--- src/rtl/core/bpa_pkg.sv ---
`default_nettype none

package bpa_pkg;

    localparam int PAGES_DEF     = 65536;
    localparam int PAGE_SHIFT    = 12;
    localparam int WORD_BITS     = 32;
    localparam int WORD_SHIFT    = 5;

    localparam int SIZE_W        = 29;
    localparam int ALIGN_W       = 29;
    localparam int ADDR_W        = 28;
    localparam int FSP_W         = 16;
    localparam int PCNT_W        = 17;
    localparam int PAGES_REQ_W   = SIZE_W - PAGE_SHIFT + 1;

    localparam int PADDR_W       = 3;
    localparam int APB_DATA_W    = 32;

    localparam logic [PCNT_W-1:0] PCNT_RESET = PCNT_W'(65536);

    typedef enum logic {
        REG_FIRST_SEARCH = 1'b0,
        REG_PAGE_COUNT   = 1'b1
    } t_reg_idx;

    typedef enum logic {
        MODE_ALLOC = 1'b0,
        MODE_FREE  = 1'b1
    } t_mode;

    typedef enum logic {
        STATUS_OK  = 1'b0,
        STATUS_OOM = 1'b1
    } t_status;

    typedef enum logic [2:0] {
        ST_CLEAR,
        ST_IDLE,
        ST_PREP,
        ST_DIV,
        ST_SCAN_RD,
        ST_SCAN_EV,
        ST_RUN,
        ST_DONE
    } t_state;

endpackage

`default_nettype wire

--- src/rtl/core/bpa_rem_div.sv ---
`default_nettype none

module bpa_rem_div
    import bpa_pkg::*;
(
    input  wire logic               i_clk,
    input  wire logic               i_rst_n,
    input  wire logic               i_start,
    input  wire logic [FSP_W-1:0]   i_dividend,
    input  wire logic [ALIGN_W-1:0] i_divisor,
    output logic                    o_done,
    output logic      [FSP_W-1:0]   o_rem
);

    localparam int CNT_W = $clog2(FSP_W + 1);

    logic               r_busy;
    logic               r_done;
    logic [CNT_W-1:0]   r_cnt;
    logic [FSP_W-1:0]   r_dvd;
    logic [FSP_W-1:0]   r_acc;

    logic [FSP_W:0]     trial;
    logic [ALIGN_W-1:0] trial_ext;
    logic               fits;

    // restoring remainder, one dividend bit per cycle
    always_comb begin
        trial     = {r_acc, r_dvd[FSP_W-1]};
        trial_ext = ALIGN_W'(trial);
        fits      = (trial_ext >= i_divisor);
    end

    always_ff @(posedge i_clk) begin
        if (!i_rst_n) begin
            r_busy <= 1'b0;
            r_done <= 1'b0;
            r_cnt  <= '0;
        end else begin
            r_done <= 1'b0;
            if (i_start) begin
                r_busy <= 1'b1;
                r_cnt  <= CNT_W'(FSP_W);
            end else if (r_busy) begin
                r_cnt <= r_cnt - CNT_W'(1);
                if (r_cnt == CNT_W'(1)) begin
                    r_busy <= 1'b0;
                    r_done <= 1'b1;
                end
            end
        end
    end

    always_ff @(posedge i_clk) begin
        if (i_start) begin
            r_dvd <= i_dividend;
            r_acc <= '0;
        end else if (r_busy) begin
            r_dvd <= r_dvd << 1;
            r_acc <= fits ? FSP_W'(trial_ext - i_divisor) : FSP_W'(trial);
        end
    end

    assign o_done = r_done;
    assign o_rem  = r_acc;

endmodule

`default_nettype wire

--- config.mk ---
export PLATFORM = sky130hd
export DESIGN_NAME = bpa_rem_div
export DESIGN_NICKNAME = d
export VERILOG_FILES = /design/src/rtl/core/bpa_pkg.sv /design/src/rtl/core/bpa_rem_div.sv
export SDC_FILE = /design/constraint.sdc
export NUM_CORES = 1
export LEC_CHECK = 0
export BUFFER_PORTS_ARGS = -buffer_cell sky130_fd_sc_hd__buf_2
export CORE_ASPECT_RATIO = 1.25
export CORE_MARGIN = 2
export CORE_UTILIZATION = 42
export DETAILED_ROUTE_END_ITERATION = 7
export MAX_ROUTING_LAYER = met4
export PLACE_DENSITY = 0.65
export SLEW_MARGIN = 0
export SYNTH_ARGS = -nofsm -noshare
export SYNTH_HDL_FRONTEND = slang
export SYNTH_SLANG_ARGS = --single-unit
export TNS_END_PERCENT = 20
--- constraint.sdc ---
create_clock -name i_clk -period 4.35 [get_ports i_clk]
set_input_delay 0.435 -clock i_clk [delete_from_list [all_inputs] [get_ports i_clk]]
set_output_delay 0.435 -clock i_clk [all_outputs]
set_load 0.01 [all_outputs]
# Yosys cells after proc, flatten, opt, wreduce, memory -nomap -nowiden

Cells that the tools add are included.

Bits in writable memories: 0
Register bits: 39
Output and inout bits: 17
Memory bits (read-only): 0
Latch bits: 0
Bits of input ports: 48
Memories: 0

Add/sub/neg operators: 2
Eq/ne operators: 1
$lt $le $gt $ge: 1
Divide/modulo/power cells: 0
Shift-type cells: 0
Mux-type cells: 9
Reductions and logical operators: 3
Bitwise logic cells: 2
Multipliers: 0

Operators with widths:

| operator                                                           | count |
|---|---|
| 16-bit 2-to-1 mux                                                  | 3 |
| 17-bit by 29-bit >= comparator with 1-bit output                   | 1 |
| 16-bit subtractor                                                  | 1 |
| 5-bit 2-to-1 mux                                                   | 2 |
| 5-bit by 1-bit == test with 1-bit output, second input constant    | 1 |
| 5-bit by 1-bit subtractor with 5-bit output, second input constant | 1 |
| 1-bit 2-to-1 mux                                                   | 4 |
| 3-bit OR reduction                                                 | 1 |
| 1-bit NOT                                                          | 2 |
| 2-bit nonzero test                                                 | 1 |
| 2-bit OR reduction                                                 | 1 |

# Depth between registers and ports, before layout

Word-level depth: 4
Gate-level depth with buffers: 10

# Worst setup path after synthesis

OpenSTA, ideal clock, no wires.

Path type: input to register
From: in i_divisor[8]
To: reg r_acc[11], in the netlist o_rem[11]
Arrival time: 2.397 ns
Setup time: 0.127 ns
Stages on the path: 9
Required time: 4.223 ns
Path slack: 1.825 ns
Cell sequence: inv_1 -> ha_1 -> nand3_1 -> or3_1 -> or4_4 -> a21o_2 -> buf_2 -> a31oi_1 -> o31ai_1

Longest elaborated chain between the ends: 2

RTL lines:

| element                                                                               | RTL line                             | RTL |
|---|---|---|
| start: declaration                                                                    | bpa_rem_div.sv:10                    | `input wire logic [ALIGN_W-1:0] i_divisor,` |
| 17-bit by 29-bit >= comparator with 1-bit output or 16-bit subtractor (tied branches) | bpa_rem_div.sv:31, bpa_rem_div.sv:60 |  |
| 16-bit 2-to-1 mux (*)                                                                 | bpa_rem_div.sv:60                    | `r_acc <= fits ? FSP_W'(trial_ext - i_divisor) : FSP_W'(trial);` |
| end signal: assignment                                                                | bpa_rem_div.sv:60                    |  |
| end: declaration                                                                      | bpa_rem_div.sv:21                    | `logic [FSP_W-1:0] r_acc;` |

Every way passes the cells marked *; elsewhere a longest branch is shown, timed or not.
A chain may end at the register's enable or synchronous reset.

# Worst setup path in the final report

From: reg r_acc[11], in the netlist o_rem[11]
To: reg r_acc[2], in the netlist o_rem[2]

Longest elaborated chain between the ends: 2

RTL lines:

| element                                          | RTL line          | RTL |
|---|---|---|
| 17-bit by 29-bit >= comparator with 1-bit output | bpa_rem_div.sv:31 | `fits = (trial_ext >= i_divisor);` |
| 16-bit 2-to-1 mux                                | bpa_rem_div.sv:60 |  |

Every way passes these cells.

==> impl_metrics.ini <==
[finish]
nNetsFinal = 427
diodes = 0
drive_gt1_frac = 0.2722
post-route-util = 0.5131
area_growth_pct = 17.88
fill_cells = 608

[sta]
clock.fmax_mhz = 363.7
setup_tns_ns = 0
finalSetupViolCount = 0
post-route-period-util = 0.6320
rsz0062_at_grt = false
skew_ns = 0.007682
min_period_ns = 2.749
tightest_slew_ns = 0.6367
drv_slew = 0
hold_violations = 0
slew-limit-headroom = 0.5745

[drt]
drc = 0
routed_wl_mm = 6.430
drt_iter0_drc = 150
first_pass_iters = 4
wl_per_cell_um = 14.45
routed_via_density = 5.490
ant_nets = 0
vias = 2443

[run_status]
status = finished, final reports clean

[synthesis]
syn_area_per_cell_um2 = 8.945
synth_cell_types = 52
synth.top_cell.area_share = 0.1779
synthFlopType = dfxtp_1
syn-cell-area_um2 = 2701
syn-num-nets = 370
ys_async_sr_fraction = 0
yosysSeqAreaShare = 0.3483
synth_top_cell_by_area = edfxtp_1
synthXorXnorAreaFrac = 0.04863
yosys_warnings = 0
synth.most_common_cell = nor2_1
syn_inst = 302
synthAdderAreaFrac = 0.09541
synth-edff-count = 16
synth_simple_gate_area_frac = 0.1677
synthTopCellsByCount = nor2_1, inv_1, dfxtp_1
muxShareOfSynthArea = 0.07040
synth_compound_area_frac = 0.2070
ys_ff_latch = 39
synth_top_family_by_area = compound AO/OA/AOI/OAI gates
yosys-top-cells-area = edfxtp_1, dfxtp_1, ha_1, mux2_2, xnor2_1

[floorplan]
dieArea_um2 = 7093
ios = 65
die_y_um = 93.67
core_um2 = 6206
fp-row-count = 32
die_w_um = 75.73
start_util = 0.4353

[global_routing]
grt_pass1_wl_mm = 10.43
grt_pass1_vias = 2258
antenna_found_initial = 0
grt_overflow = 0
track_usage = 0.1967
grt_max_degree = 36

[clock_tree]
clk_latency_ns = 0.30
h-tree-depth = 2
post_cts_buffers = 0
clock-sinks = 39
cts_hold_buf = 0
ctsLongestPathBuffers = 2
path_clk_slew_ns = 0.08
cts_buffers = 5
cts_tree = done
clock-root-buffer = clkbuf_8
cts.repair.resized = 0

[worst_setup_path]
end_kind = register
startpoint_type = register
worstPathArrival_ns = 2.93
crit_fanout = 12
r2r_slack_ns = 1.60
crit_type = reg -> reg
cp.required_ns = 4.53
r2r_cells = 7

[power_and_ir_drop]
power.leakage_uw = 0.001445
power-per-cell-area_nw_per_um2 = 303.9
irDropWorstVdd_mv = 0.2412

[placement]
gp_routability_congestion = 0.8645
dpl.hpwl_mm = 4.812
io_buffers = 64

[job]
drv_cap = 0

[hold_path]
worstHoldPathCells = 2
hold_path.class = in -> reg
-- final timing paths --
check | startpoint | endpoint
min reg2reg | r_cnt[1] | r_cnt[1]
max reg2reg | o_rem[11] | o_rem[2]
min | i_rst_n | r_busy
max | o_rem[11] | o_rem[2]
-- kinds of logic (layout without fill, tap and decap cells) --
group / Yosys count / after routing
AND/OR/NAND/NOR: 92 / 92
AO/OA/AOI/OAI: 77 / 77
buffers and inverters: 42 / 100
flip-flops: 39 / 39
adder cells (fa/ha/maj): 20 / 20
multiplexers: 17 / 17
XOR/XNOR: 15 / 15
-- per-layer routing --
metal	share of wire	GRT usage	wire length, µm	vias to the layer above
met1	0.45	0.2542	2878	1138
met5	0	-	0	-
met3	0.043	0.03219	278	11
met2	0.49	0.3109	3181	65
li1	-	-	-	1229
met4	0.014	0.06579	91	0
-- critical path, stage by stage, from the launching register on --
cell and delay [ns]:
dfxtp_1 0.42, ha_1 0.38, a21oi_1 0.37, o21ai_0 0.27, o311ai_1 0.36, buf_4 0.26
nand2_1 0.20, o311ai_0 0.37
-- state kept, by name, indices dropped and copies added (netlist names) --
name / cells
o_done: 1
o_rem: 16
r_busy: 1
r_cnt: 5
r_dvd: 16
-- where the power goes --
part / internal, µW / total (µW) / switching [µW] / leakage [µW]
clock: 171 / 306 / 135 / 0.0000581
sequential: 413 / 431 / 17.5 / 0.000350
combinational: 105 / 231 / 126 / 0.00104
total: 689 / 968 / 278 / 0.00145
-- through the flow --
step	setup WS (ns)	std cells	area [µm²]	hold slack, ns	total power, µW
global route	1.374	445	3184	0.4030	1020
detailed placement	1.463	437	3072	0.4912	668.8
finish	1.601	445	3184	0.3779	967.7
global placement	1.516	437	3072	0.4803	667.1
floorplan	1.825	302	2701	0.4685	600.4
CTS	1.620	445	3184	0.3716	977.5
-- cell type report --
type                       instances  area (µm²)  share of cell area
clock buffer                       5       68.82             0.02161
clock inverter                     3       43.79             0.01375
inverter                          26       97.59             0.03065
multi-input combinational        221        1592              0.4998
sequential                        39       940.9              0.2955
tap                               85       106.4             0.03340
timing repair buffer              66       335.3              0.1053
-- placed cells by master (no fill, tap or decap), types with 3 or more instances in the layout --
master,netlist,final
a31oi_1,5,5
o31ai_1,4,4
nand3_1,11,11
nor3_1,6,6
o21ai_0,8,8
inv_1,25,25
nor4_1,4,4
a21o_1,4,4
o21a_1,3,3
and3_1,9,9
nor2b_1,3,3
nor2_1,30,30
ha_1,19,19
edfxtp_1,16,16
mux2_2,16,16
dfxtp_1,23,23
clkbuf_8,0,5
and2_1,3,3
o21ai_1,5,5
a311oi_1,8,8
xnor2_1,13,13
a211oi_1,3,3
nand2_1,17,17
a21oi_1,15,15
o311a_1,4,4
buf_2,3,64
Note: power is estimated with default switching activity, not from simulation.
